$ cat src/hdl/vsl_pkg.sv
// Shared types, constants and the arctangent table of the voxel sector labeler.
package vsl_pkg;

  // Angle word: Q4.30 radians, enough headroom for pi plus the atan sum and a 2pi wrap.
  localparam int ZW = 35;
  localparam logic signed [ZW-1:0] Q30_HALF_PI = 35'sd1686629713;
  localparam logic signed [ZW-1:0] Q30_PI      = 35'sd3373259426;
  localparam logic signed [ZW-1:0] Q30_TWO_PI  = 35'sd6746518852;
  localparam int Q30_FRAC = 30;
  localparam int BOUND_FRAC = 12;
  localparam int CFG_W = 64;
  localparam int IDX_W = 3;
  localparam int LABEL_W = 4;

  typedef enum logic [IDX_W-1:0] {
    REG_SECTOR_MODE = 3'd0,
    REG_LOWER_THR   = 3'd1,
    REG_UPPER_THR   = 3'd2,
    REG_AXIAL_CTR   = 3'd3,
    REG_BOUNDS      = 3'd4,
    REG_NORMAL      = 3'd5,
    REG_OFFSET      = 3'd6
  } vsl_reg_t;

  // Side flags that travel with the angle through the CORDIC chain.
  typedef struct packed {
    logic zero;  // voxel sits exactly on the center
    logic win;   // intensity inside window
    logic side;  // non-negative side of the plane
  } vsl_tag_t;

  function automatic logic signed [ZW-1:0] atan_q30(input int unsigned i);
    logic signed [ZW-1:0] v;
    unique case (i)
      0:  v = 35'sd843314857;
      1:  v = 35'sd497837829;
      2:  v = 35'sd263043837;
      3:  v = 35'sd133525159;
      4:  v = 35'sd67021687;
      5:  v = 35'sd33543516;
      6:  v = 35'sd16775851;
      7:  v = 35'sd8388437;
      8:  v = 35'sd4194283;
      9:  v = 35'sd2097149;
      10: v = 35'sd1048576;
      11: v = 35'sd524288;
      12: v = 35'sd262144;
      13: v = 35'sd131072;
      14: v = 35'sd65536;
      15: v = 35'sd32768;
      16: v = 35'sd16384;
      17: v = 35'sd8192;
      18: v = 35'sd4096;
      19: v = 35'sd2048;
      default: v = '0;
    endcase
    return v;
  endfunction

endpackage

$ cat src/hdl/vsl_cordic_stage.sv
// One registered vectoring CORDIC micro-rotation.
module vsl_cordic_stage import vsl_pkg::*; #(
  parameter int XW = 43,
  parameter int STAGE = 0
) (
  input  logic                 clk,
  input  logic                 rst,
  input  logic                 en,
  input  logic                 valid_in,
  input  logic signed [XW-1:0] x_in,
  input  logic signed [XW-1:0] y_in,
  input  logic signed [ZW-1:0] z_in,
  input  vsl_tag_t             tag_in,
  output logic                 valid_out,
  output logic signed [XW-1:0] x_out,
  output logic signed [XW-1:0] y_out,
  output logic signed [ZW-1:0] z_out,
  output vsl_tag_t             tag_out
);

  localparam logic signed [ZW-1:0] ATAN = atan_q30(STAGE);

  logic signed [XW-1:0] xs;
  logic signed [XW-1:0] ys;
  logic signed [XW-1:0] x_next;
  logic signed [XW-1:0] y_next;
  logic signed [ZW-1:0] z_next;

  assign xs = x_in >>> STAGE;
  assign ys = y_in >>> STAGE;

  always_comb begin
    if (!y_in[XW-1]) begin
      x_next = x_in + ys;
      y_next = y_in - xs;
      z_next = z_in + ATAN;
    end else begin
      x_next = x_in - ys;
      y_next = y_in + xs;
      z_next = z_in - ATAN;
    end
  end

  always_ff @(posedge clk) begin
    if (rst) begin
      valid_out <= 1'b0;
    end else if (en) begin
      valid_out <= valid_in;
    end
  end

  always_ff @(posedge clk) begin
    if (en) begin
      x_out   <= x_next;
      y_out   <= y_next;
      z_out   <= z_next;
      tag_out <= tag_in;
    end
  end

endmodule

$ cat config.mk
export PLATFORM = sky130hd
export DESIGN_NAME = vsl_cordic_stage
export DESIGN_NICKNAME = d
export VERILOG_FILES = /design/src/hdl/vsl_pkg.sv /design/src/hdl/vsl_cordic_stage.sv
export SDC_FILE = /design/constraint.sdc
export NUM_CORES = 1
export LEC_CHECK = 0
export ABC_AREA = 0
export BUFFER_PORTS_ARGS = -buffer_cell sky130_fd_sc_hd__buf_4
export CAP_MARGIN = 0
export CORE_MARGIN = 4
export CORE_UTILIZATION = 50
export DETAILED_ROUTE_END_ITERATION = 8
export HOLD_SLACK_MARGIN = 0.02
export PLACE_DENSITY = 0.73
export SYNTH_ARGS = -nofsm -noshare
export SYNTH_HDL_FRONTEND = slang
export SYNTH_SLANG_ARGS = --single-unit
$ cat constraint.sdc
create_clock -name clk -period 12.25 [get_ports clk]
set_input_delay 1.8375 -clock clk [delete_from_list [all_inputs] [get_ports clk]]
set_output_delay 1.8375 -clock clk [all_outputs]
set_load 0.01 [all_outputs]
# Word level (Yosys, flattened, before mapping)
# Index checks and enable logic that the tools add are counted.
dict set report op_classes {
  n_addsub 5
  n_mux 3
}
# op n
set op_table {}
lappend op_table {{two-way mux 43 bit} 2}
lappend op_table {{subtractor 43 bit} 2}
lappend op_table {{adder 43 bit} 1}
lappend op_table {{adder 35 x 31 -> 35 bit (second input constant)} 1}
lappend op_table {{two-way mux 35 bit} 1}
lappend op_table {{subtractor 35 x 31 -> 35 bit (second input constant)} 1}
dict set report word_totals {
  regBits 125
  input_bits 128
  output_inout_bits 125
  elab_cells 15
}

# Logic depth before layout (Yosys ltp)
dict set report logic_depth {
  depth_word 2
  ltp_mapped 14
  ltp_nobuf 13
}

# Worst setup path after synthesis
# OpenSTA, ideal clock, no wires.
dict set report synth_timing {
  kind {input port to flip-flop}
  startpoint {input y_in[42]}
  endpoint {register z_out[32] (data pin)}
  setup_ps 259
  arrival_time_ps 5137
  t_required_ps 11991
  slack_ps 6854
  cell_stages 14
  path_cell_list {inv_1 clkbuf_1 buf_1 ha_1 a21o_1 a21oi_1 nor2_1 a211oi_1 a21oi_1 a221o_1 a21o_1 a41o_1 o41a_1 xor2_1}
}
dict set report synth_via {
  elab_chain_len 1
}
# item line_no
set synth_lines {}
lappend synth_lines {{from (decl)} vsl_cordic_stage.sv:11} ;# input logic signed [XW-1:0] y_in,
lappend synth_lines {{two-way mux 35 bit} vsl_cordic_stage.sv:33} ;# if (!y_in[XW-1]) begin
lappend synth_lines {{via z_next[32]} vsl_cordic_stage.sv:27} ;# logic signed [ZW-1:0] z_next;
lappend synth_lines {{to (signal assigned)} vsl_cordic_stage.sv:56} ;# z_out <= z_next;
lappend synth_lines {{to (decl)} vsl_cordic_stage.sv:17} ;# output logic signed [ZW-1:0] z_out,
# The timed path passes the listed nets, and every way through them passes these cells.
# A chain may end at the register's enable or synchronous reset.

# Worst setup path after layout
dict set report layout_timing {
  startpoint {input y_in[42]}
  endpoint {register z_out[33] (data pin)}
}
# Same word-level chain as after synthesis.

==> run metrics <==
core box area=0.0263 mm^2; largest net degree at the start of global routing=88; crit-path cells=buf_4, buf_4, ha_1, nand2_1, nor2_1, nand2_1, nor2_1, a2111oi_0, o31ai_1, a211o_1, a21o_1, a221oi_2, xnor2_1; Congestion Overflow GR=0; initial antenna violation count=0; period utilization=42.1%; Pwr per Cell Area=117 mW/mm^2; Pwr Total=about 1.9 mW; CTS tree=yes; H-tree level count=4; slowest CP cell=buf_4; post-route ant nets=0; critical path capture point type=flip-flop; count leader, synth=a21oi_1; Post-CTS Resized=0; Post-synth top flop=edfxtp_1; RSZ-0062 raised after global routing=no; filler instances=2365; crit start category=input pin; Initial DRC Count=around 1500; EDFF count, synth=between 100 and 150; residual DRC count=0; WL final=44.6 mm; pre-CTS setup slack=~6.7 ns; Worst slew margin=just over 30%; Largest delay share family, worst path=compound AO/OA/AOI/OAI gates; Post-Synthesis Cells=around 1600; crit path DAT=5.35 ns; fin crit period=approximately 5.2 ns; outcome=finished, final reports clean; All-Layer GR Usage=between 20% and 30%; n_diodes=0; commonest cells in the netlist=214 x a21oi_1, 159 x ha_1, 153 x nor2_1; Slew Viols, Final=0; Placer Congestion=0.960; Final Util=between 60% and 70%; worst skew pair latency=0.43 ns; Clock Sink Count=124; P_leak=a little over 7 nW; layout cells sized above 1=between 15 and 20%; vias post-DR=13200; post-synthesis sequential area ratio=between 20 and 30%; Setup Crit Path Kind=in -> reg; post-synth cell types=slightly above 80; Post-Syn Area per Cell=between 8 and 9 um^2; Setup Buffers After CTS=0; initial core utilization=between 50% and 60%; TritonRoute pass-1 iters=6; Num CTS Buffers=17; Die Ht=around 170 um; drt wl/cell=20.6 um; Clock Skew=0 ns; FF+latch count, synth=~120; Final Hold Viols=0; area leader, netlist=edfxtp_1; slowest cell delay on critical path=0.87 ns; P&R area growth vs syn=19.9%; peak supply drop=a little over 0.06 mV; Nets=roughly 2100; routed vias/inst=around 6.1; Final TNS setup=0 ns; synth top area cells=edfxtp_1 27%, ha_1 15%, a21oi_1 8.0%, xnor2_1 6.1%, nor2_1 4.3%; final setup margin=7.09 ns; die width=between 150 and 200 um; Synth Warn #=0; Ports=253; maxcap violations=0; number of global-route vias before repair=about 13000; required time of the critical path=about 12 ns; Async SR Flop Fraction=0%; Worst-Margin Slew=about 1.0 ns; # hold bufs at CTS=0; row cnt=59; FMAX=slightly below 200 MHz; Final setup viols=0; post-DP HPWL=roughly 35 mm; Critical Path Fanout Max=87; Syn Nets=about 1900; clock-pin slew on the worst setup and hold paths=roughly 0.060 ns; Port Buf Inserts=around 250; cell area after synthesis=roughly 0.013 mm^2; Worst Path Buf+Inv=2; hold crit path type=reg -> reg; die area=~0.03 mm^2; root buf cell=clkbuf_16; global-route wire length before repair=just under 70 mm; Max Root-Sink Buffers=2; post-synth top area share=roughly 27%
worst reg2reg max path: cells and delay by family (launching register included):
family	cells	cell delay, ns
mux	1	0.12
simple gates	1	0.06
flops	1	0.31
per-stage QoR:
step | std cells | hold WS [ns] | cell area, um^2
final | 2169 | 0.510 | 16100
after global routing | 2169 | 0.563 | 16100
after CTS | 2169 | 0.519 | 16100
after detailed placement | 2137 | 0.504 | 15500
after global placement | 2137 | 0.479 | 15500
after floorplan | 1610 | 0.528 | 13400
cell usage in the layout (no fill, tap or decap), types with 19 or more instances in the layout:
cell / count
inv_1: 140
edfxtp_1: 123
nor3_1: 30
xor2_1: 21
o21bai_1: 48
a21oi_1: 214
o21ai_0: 108
ha_1: 159
nand4_1: 31
o211ai_1: 24
nand2_1: 79
nor2b_1: 19
a21o_1: 45
xnor2_1: 93
mux2i_1: 24
nor2_1: 153
nand3_1: 26
buf_4: 255
logic make-up (layout without fill, tap and decap cells):
kind of cell | count (synthesis) | in the layout | synth area share (%)
AND/OR/NAND/NOR | 405 | 405 | 14.5
AO/OA/AOI/OAI | 571 | 571 | 27.2
flip-flops | 124 | 124 | 27.6
buffers and inverters | 209 | 433 | 6.14
adder cells (fa/ha/maj) | 163 | 163 | 15.4
XOR/XNOR | 114 | 114 | 7.43
multiplexers | 24 | 24 | 1.79
registers in the layout (all words and copies together), names as in the netlist:
signal / cells
tag_out: 3
valid_out: 1
x_out: 43
y_out: 42
z_out: 35
report_power, final:
group          internal (mW)  total (mW)  leakage, nW  switching, mW
registers              0.564       0.586         1.21         0.0224
clock network          0.325       0.550        0.290          0.225
logic                  0.305       0.741         5.58          0.436
total                   1.19        1.88         7.08          0.683
per-layer routing:
layer	GRT usage (%)	part of all wire (%)	vias to the layer above
met2	47.5	46	664
met3	4.23	8.0	82
met4	8.68	2.7	0
met5	0	0	-
met1	40.0	43	6233
li1	-	-	6247
worst paths after layout:
kind | start | end | slack [ns] | cells past startpoint
max | y_in[42] | z_out[33] | 7.09 | 13
min | valid_out | valid_out | 0.51 | 2
max reg2reg | valid_out | valid_out | 11.66 | 2
min reg2reg | valid_out | valid_out | 0.51 | 2
layout make-up:
cell class                 instances  area [um^2]  area share [%]
multi-input combinational       1277         8900            55.2
sequential                       124         3710            23.1
clock inverter                    14          185            1.15
inverter                         146          548            3.40
clock buffer                      18          429            2.66
tap                              335          419            2.60
timing repair buffer             255         1910            11.9
Note: power is estimated with default switching activity, not from simulation.
