$ cat config.mk
export PLATFORM = sky130hd
export DESIGN_NAME = vsl_sector
export DESIGN_NICKNAME = d
export VERILOG_FILES = /design/src/hdl/vsl_pkg.sv /design/src/hdl/vsl_sector.sv
export SDC_FILE = /design/constraint.sdc
export NUM_CORES = 1
export LEC_CHECK = 0
export BUFFER_PORTS_ARGS = -buffer_cell sky130_fd_sc_hd__buf_2
export CAP_MARGIN = 20
export CELL_PAD_IN_SITES_DETAIL_PLACEMENT = 1
export CELL_PAD_IN_SITES_GLOBAL_PLACEMENT = 2
export CORE_ASPECT_RATIO = 1.1
export CORE_MARGIN = 5
export CORE_UTILIZATION = 33
export DETAILED_ROUTE_END_ITERATION = 10
export GPL_TIMING_DRIVEN = 0
export PLACE_DENSITY_LB_ADDON = 0.1
export RECOVER_POWER = 50
export SETUP_SLACK_MARGIN = 0.3
export SLEW_MARGIN = 30
export SYNTH_ARGS = -nofsm -noshare
export SYNTH_HDL_FRONTEND = slang
export SYNTH_SLANG_ARGS = --single-unit
$ cat constraint.sdc
create_clock -name clk -period 4.3 [get_ports clk]
set_clock_uncertainty 0.05 [all_clocks]
set_input_delay 0.43 -clock clk [delete_from_list [all_inputs] [get_ports clk]]
set_output_delay 0.43 -clock clk [all_outputs]
set_load 0.005 [all_outputs]
$ cat src/hdl/vsl_pkg.sv
// Shared types, constants and the arctangent table of the voxel sector labeler.
package vsl_pkg;

  // Angle word: Q4.30 radians, enough headroom for pi plus the atan sum and a 2pi wrap.
  localparam int ZW = 35;
  localparam logic signed [ZW-1:0] Q30_HALF_PI = 35'sd1686629713;
  localparam logic signed [ZW-1:0] Q30_PI      = 35'sd3373259426;
  localparam logic signed [ZW-1:0] Q30_TWO_PI  = 35'sd6746518852;
  localparam int Q30_FRAC = 30;
  localparam int BOUND_FRAC = 12;
  localparam int CFG_W = 64;
  localparam int IDX_W = 3;
  localparam int LABEL_W = 4;

  typedef enum logic [IDX_W-1:0] {
    REG_SECTOR_MODE = 3'd0,
    REG_LOWER_THR   = 3'd1,
    REG_UPPER_THR   = 3'd2,
    REG_AXIAL_CTR   = 3'd3,
    REG_BOUNDS      = 3'd4,
    REG_NORMAL      = 3'd5,
    REG_OFFSET      = 3'd6
  } vsl_reg_t;

  // Side flags that travel with the angle through the CORDIC chain.
  typedef struct packed {
    logic zero;  // voxel sits exactly on the center
    logic win;   // intensity inside window
    logic side;  // non-negative side of the plane
  } vsl_tag_t;

  function automatic logic signed [ZW-1:0] atan_q30(input int unsigned i);
    logic signed [ZW-1:0] v;
    unique case (i)
      0:  v = 35'sd843314857;
      1:  v = 35'sd497837829;
      2:  v = 35'sd263043837;
      3:  v = 35'sd133525159;
      4:  v = 35'sd67021687;
      5:  v = 35'sd33543516;
      6:  v = 35'sd16775851;
      7:  v = 35'sd8388437;
      8:  v = 35'sd4194283;
      9:  v = 35'sd2097149;
      10: v = 35'sd1048576;
      11: v = 35'sd524288;
      12: v = 35'sd262144;
      13: v = 35'sd131072;
      14: v = 35'sd65536;
      15: v = 35'sd32768;
      16: v = 35'sd16384;
      17: v = 35'sd8192;
      18: v = 35'sd4096;
      19: v = 35'sd2048;
      default: v = '0;
    endcase
    return v;
  endfunction

endpackage

$ cat src/hdl/vsl_sector.sv
// Angle wrap and rounding, bound comparison and label output register.
module vsl_sector import vsl_pkg::*; #(
  parameter int ANGLE_FRAC_BITS = 12
) (
  input  logic                clk,
  input  logic                rst,
  input  logic                en,
  input  logic                valid_in,
  input  logic signed [ZW-1:0] z_in,
  input  vsl_tag_t            tag_in,
  input  logic                sector_mode,
  input  logic [63:0]         sector_bounds,
  output logic                valid_out,
  output logic [LABEL_W-1:0]  label
);

  localparam int SH = Q30_FRAC - ANGLE_FRAC_BITS;
  localparam int AW = ZW - SH + 1;
  localparam int AJW = AW + 1;
  localparam int EA = AJW + BOUND_FRAC;
  localparam int EB = 16 + ANGLE_FRAC_BITS;
  localparam int EW = ((EA > EB) ? EA : EB) + 1;
  localparam logic signed [ZW:0] HALF_LSB = (ZW+1)'(64'sd1 <<< (SH - 1));
  localparam longint TWO_PI_RL = (64'sd6746518852 + (64'sd1 <<< (SH - 1))) >>> SH;
  localparam logic signed [AJW-1:0] TWO_PI_R = AJW'(TWO_PI_RL);

  // round stage
  logic                  r_valid;
  logic signed [AW-1:0]  r_a;
  vsl_tag_t              r_tag;
  logic signed [ZW-1:0]  z_wrap;
  logic signed [ZW:0]    z_round;

  // adjust stage
  logic                  c_valid;
  logic signed [AJW-1:0] c_a;
  vsl_tag_t              c_tag;
  logic signed [EW-1:0]  ea_r;
  logic signed [EW-1:0]  ea_c;
  logic signed [EW-1:0]  eb [4];
  logic                  lt0;
  logic [LABEL_W-1:0]    label_next;
  logic [3:0]            lt;
  logic                  gt3;

  always_comb begin
    if (tag_in.zero) begin
      z_wrap = '0;
    end else if (z_in < -Q30_HALF_PI) begin
      z_wrap = z_in + Q30_TWO_PI;
    end else begin
      z_wrap = z_in;
    end
    z_round = {z_wrap[ZW-1], z_wrap} + HALF_LSB;
  end

  always_comb begin
    for (int i = 0; i < 4; i++) begin
      eb[i] = EW'($signed(sector_bounds[16*i +: 16])) <<< ANGLE_FRAC_BITS;
    end
    ea_r = EW'(r_a) <<< BOUND_FRAC;
    ea_c = EW'(c_a) <<< BOUND_FRAC;
    lt0  = ea_r < eb[0];
    for (int i = 0; i < 4; i++) begin
      lt[i] = ea_c < eb[i];
    end
    gt3 = ea_c > eb[3];
  end

  always_comb begin
    label_next = '0;
    if (c_tag.win) begin
      if (!sector_mode) begin
        label_next = LABEL_W'(1);
      end else begin
        priority if (gt3) label_next = LABEL_W'(2);
        else if (lt[0])   label_next = LABEL_W'(2);
        else if (lt[1])   label_next = LABEL_W'(4);
        else if (lt[2])   label_next = LABEL_W'(6);
        else              label_next = LABEL_W'(8);
        if (c_tag.side) begin
          label_next = label_next - LABEL_W'(1);
        end
      end
    end
  end

  always_ff @(posedge clk) begin
    if (rst) begin
      r_valid   <= 1'b0;
      c_valid   <= 1'b0;
      valid_out <= 1'b0;
    end else if (en) begin
      r_valid   <= valid_in;
      c_valid   <= r_valid;
      valid_out <= c_valid;
    end
  end

  always_ff @(posedge clk) begin
    if (en) begin
      r_a   <= AW'(z_round >>> SH);
      r_tag <= tag_in;
      c_a   <= lt0 ? (AJW'(r_a) + TWO_PI_R) : AJW'(r_a);
      c_tag <= r_tag;
      label <= label_next;
    end
  end

endmodule

# [Yosys cells after proc, flatten, opt, wreduce, memory -nomap -nowiden]
# Cells that the tools add are included.
[word_totals] regBits=48 in_bits=107 out_inout_bits=5 elab_cells=33
[op_classes] addsub=4 mux=11 n_lt_le_gt_ge=6 n_reduce_logical=1
[ops] cell="$lt 31x28->1" n=3
[ops] cell="$mux 35" n=2
[ops] cell="$add 35x19->36 const B" n=1
[ops] cell="$add 35x34->35 const B" n=1
[ops] cell="$lt 35x32->1 const B" n=1
[ops] cell="$gt 31x28->1" n=1
[ops] cell="$lt 30x28->1" n=1
[ops] cell="$mux 4" n=7
[ops] cell="$add 18x16->19 const B" n=1
[ops] cell="$mux 19" n=1
[ops] cell="$sub 4x1->4 const B" n=1
[ops] cell="$reduce_and 2->1" n=1
[ops] cell="$mux 1" n=1

# [Depth between registers and ports, before layout]
[depth] ltp_word=10 mapped_depth=16 mapped_depth_nobuf=15

# [Worst setup path after synthesis]
# OpenSTA, ideal clock, no wires.
[synth_path] kind="input to register" start="in z_in[29]" end="reg r_a[17] (data pin)" path_slack_ns=0.541 t_required_ns=3.995 setup_time_ns=0.255 arrival_time_ns=3.454 path_stages=15 path_buffers=1 path_cell_list="nor4_1 nand4_1 nor3_1 a21o_2 buf_4 nor2_1 xnor2_1 nor2_1 ha_1 or4b_2 mux2i_1 nand3_1 nor3b_2 nand3_1 and2_1"
[synth_between] elab_chain_cells=4 elab_cells_between_ends=5 classes_between="add/sub: 2; order compare: 1; mux: 2"
[synth_rtl] item="from (decl)" line="vsl_sector.sv:9" rtl="input logic signed [ZW-1:0] z_in,"
[synth_rtl] item="$add 35x34->35 / $lt 35x32->1 (equally long branches)" line="vsl_sector.sv:50, vsl_sector.sv:49"
[synth_rtl] item="$mux 35 *" line="vsl_sector.sv:49" rtl="end else if (z_in < -Q30_HALF_PI) begin"
[synth_rtl] item="$mux 35 *" line="vsl_sector.sv:47" rtl="if (tag_in.zero) begin"
[synth_rtl] item="$add 35x19->36 *" line="vsl_sector.sv:54" rtl="z_round = {z_wrap[ZW-1], z_wrap} + HALF_LSB;"
[synth_rtl] item="via z_round[35]" line="vsl_sector.sv:32" rtl="logic signed [ZW:0] z_round;"
[synth_rtl] item="to (signal assigned)" line="vsl_sector.sv:102" rtl="r_a <= AW'(z_round >>> SH);"
[synth_rtl] item="to (decl)" line="vsl_sector.sv:29" rtl="logic signed [AW-1:0] r_a;"
# The timed path passes the listed nets; every way through them passes the cells marked *.
# A chain may end at the register's enable or synchronous reset.

# [Worst setup path in the final report]
[layout_path] start="in z_in[10]" end="reg r_a[9] (data pin)"
# The elaborated chain is that of the path after synthesis.

==> qor_table.md <==
| Parameter | This run |
|---|---|
| Largest fanout of any net on the critical path | 10 |
| Worst Slack Setup Final | 0.521 ns |
| Average routed wire per standard cell | 15.2 µm |
| Height of the chip | 140 µm |
| Row cnt | 47 |
| Post-synthesis cell count | 574 |
| Via count of the routed design | 4542 |
| Footprint of the multi-input gates | 0.00342 mm² |
| Fraction of registers with async set/reset | 0% |
| Antenna fix cells | 0 |
| Width of the chip | 129 µm |
| Placeable Area | 0.0151 mm² |
| Cell type with the highest aggregate area in the netlist | edfxtp_1 |
| Clk Latency, worst-skew pair | 0.29 ns |
| Post-route worst hold slack | 0.260 ns |
| Number of top-level pins | 112 |
| Topmost layer with routed signal wires | met4 |
| Startpoint type of the worst setup path | input pin |
| Slew @ Worst Pin | 2.56 ns |
| Prevailing post-synth register cell | edfxtp_1 |
| Global placement routability congestion | 0.776 |
| Number of failing hold endpoints at the final stage | 0 |
| Leakage Power | 2.95 nW |
| DRC viols | 0 |
| Syn Nets | 774 |
| Top-area cell type share of the netlist area | 26.5% |
| CTS tree | built |
| Overall Global Routing Usage | 15.2% |
| Share of the yosys chip area belonging to registers | 27.6% |
| Number of detailed-route iterations in the first pass | 4 |
| Worst min-delay path class | input pin to flip-flop |
| Peak supply drop | 0.000144 V |
| Violated checks | capacitance limit, slew limit |
| Power per Cell Area | 271 mW/mm² |
| Met2 wirelength from detailed routing | 7120 µm |
| Final setup vio count | 0 |
| Clock Path Buffers | 2 |
| Number of synthesized flops with an enable pin | 45 |
| Number of filler instances in the final layout | 1831 |
| Hold-fix buffers at CTS | 0 |
| Final standard cell utilization of the core | 40.7% |
| Number of buffers added on ports | 107 |
| Result of the run | finished, violations left |
| Initial core utilization | 33.8% |
| Full die area | 0.0181 mm² |
| Met1 Routed Length | 5660 µm |
| Final Critical Period | 3.78 ns |
| WL final | 13500 µm |
| Starting DRC count in detailed routing | 92 |
| Met3 wirelength from detailed routing | 506 µm |
| TritonCTS Buffers | 5 |
| Antenna violations before repair | 0 |
| Maximum level of the CTS H-tree | 2 |
| Crit path capture type | flip-flop |
| Number of cells on the worst hold path | 1 |
| Final period util | 87.9% |
| Global route overflow | 0 |
| Global-route wire length before repair | 22700 µm |
| Count of clock tree sinks | 48 |
| Via count of the first global-routing pass | 5005 |
| Storage element area | 0.00141 mm² |
| Count of state elements after synthesis | 48 |
| Final Total Pwr | 1.67 mW |
| Mean post-synth cell area | 8.90 µm² |
| Biggest area contributors in the synthesized netlist | edfxtp_1 (26%), ha_1 (23%), inv_1 (5.4%) |
| Final nets | 893 |
| Arr. time, crit path | 3.76 ns |
| ANT nets after route | 0 |
| Clock root cell | clkbuf_16 |
| Yosys warns | 0 |
| Share of layout cells above drive strength 1 | 21.0% |
| P&R area growth vs syn | 20.3% |
| Pin count of the biggest net entering global routing | 49 |
| Worst-case headroom to the max-slew limit | -70.7% |
| Unrepaired setup endpoints after global routing | yes |
| Critical Path RT | 4.28 ns |
| Post-DP HPWL | 11600 µm |
| Commonest non-fill, non-tap cells in the layout | buf_2 (109), ha_1 (92), inv_1 (74), edfxtp_1 (45), nor2_1 (44) |
| Maximum achievable frequency | 0.265 GHz |
| Class of the most critical setup path | input pin to flip-flop |
| Worst reg2reg path depth | 14 |
| Mapped cell area | 0.00511 mm² |
| Slew Viols, Final | 49 |
| Distinct cell type count of the synthesized netlist | 65 |
| Commonest non-fill, non-tap cell in the layout | buf_2 |
| Post-CTS clock slew at the launch and capture registers of the worst setup and hold paths | 0.06 ns |
| Post-Place Worst Slack | -0.363 ns |
| Average via count per standard cell | 5.10 |
| Reported max-cap violation count | 1 |
## logic make-up after synthesis
family	after synthesis	synth area share [%]
xor gates and xnor gates	36	6.17
DFF	48	27.6
buffers and inverters	82	6.17
adders and majority gates	95	23.2
muxes	8	1.59
AOI/OAI and AO/OA	135	17.1
and+or+nand+nor	170	18.1
## synthesized netlist by cell type (all sizes together), types with 10 or more instances
cell type / number
nand3: 19
o21ai: 32
nor2: 44
nand2: 25
inv: 74
xor2: 10
edfxtp: 45
a21oi: 35
nand4: 17
a21o: 26
nor2b: 10
ha: 93
xnor2: 26
nand2b: 11
## critical path: stages
cell	delay, ns
buf_2	0.12
nor4bb_2	0.26
nand3_1	0.10
o211ai_1	0.37
a21o_2	0.23
buf_4	0.17
nor2_1	0.08
xnor2_1	0.15
nor2_1	0.10
ha_2	0.21
or4b_2	0.63
mux2i_4	0.23
nand4_2	0.15
maj3_2	0.34
xor2_1	0.14
nor2_1	0.05
## registers in the layout (all words and copies together), names as in the netlist
| register | flops |
|---|---|
| c_a | 19 |
| c_tag | 2 |
| c_valid | 1 |
| label | 4 |
| r_a | 18 |
| r_tag | 2 |
| r_valid | 1 |
| valid_out | 1 |
## worst paths after layout
kind	from	end	slack (ns)
setup / recovery	z_in[10]	r_a[9]$_DFFE_PP_	0.52
hold / removal	tag_in[0]	r_tag[0]$_DFFE_PP_	0.26
setup reg to reg	c_a[10]$_DFFE_PP_	label[3]$_SDFFCE_PN0P_	0.84
hold reg to reg	r_tag[0]$_DFFE_PP_	c_tag[0]$_DFFE_PP_	0.37
## repair_timing
action                                  4_1_cts  5_1_grt
endpoints found under the setup margin        6        5
setup buffers                                 2        3
gates resized for setup                       5        4
pin swaps                                     1        5
## final cells by class
cell class	instances	share of cell area, %
buffer	8	0.611
clock buffer	6	2.26
sequential	48	23.0
multi-input combinational	444	55.7
tap	196	3.99
inverter	74	4.52
clock inverter	2	0.631
timing repair buffer	112	9.30
## through the flow
| step | cell area, µm² | setup TNS [ns] | std cells |
|---|---|---|---|
| after floorplan | 5110 | 0 | 574 |
| after global placement | 5890 | -1.23 | 877 |
| after detailed placement | 5890 | -1.39 | 877 |
| after CTS | 6110 | 0 | 887 |
| after global routing | 6150 | 0 | 890 |
| final | 6150 | 0 | 890 |
## power by group
group | internal, mW | total [mW] | leakage [nW] | switching [mW]
clock | 0.291 | 0.462 | 0.0871 | 0.170
sequential | 0.580 | 0.642 | 0.464 | 0.0621
combinational | 0.267 | 0.565 | 2.40 | 0.298
total | 1.14 | 1.67 | 2.95 | 0.531
## routing by layer
metal / up-vias / global-route usage (%)
met5: - / 0
met4: 0 / 4.37
met3: 16 / 1.60
met2: 81 / 29.2
met1: 2126 / 17.4
li1: 2319 / -
Note: power is estimated with default switching activity, not from simulation.
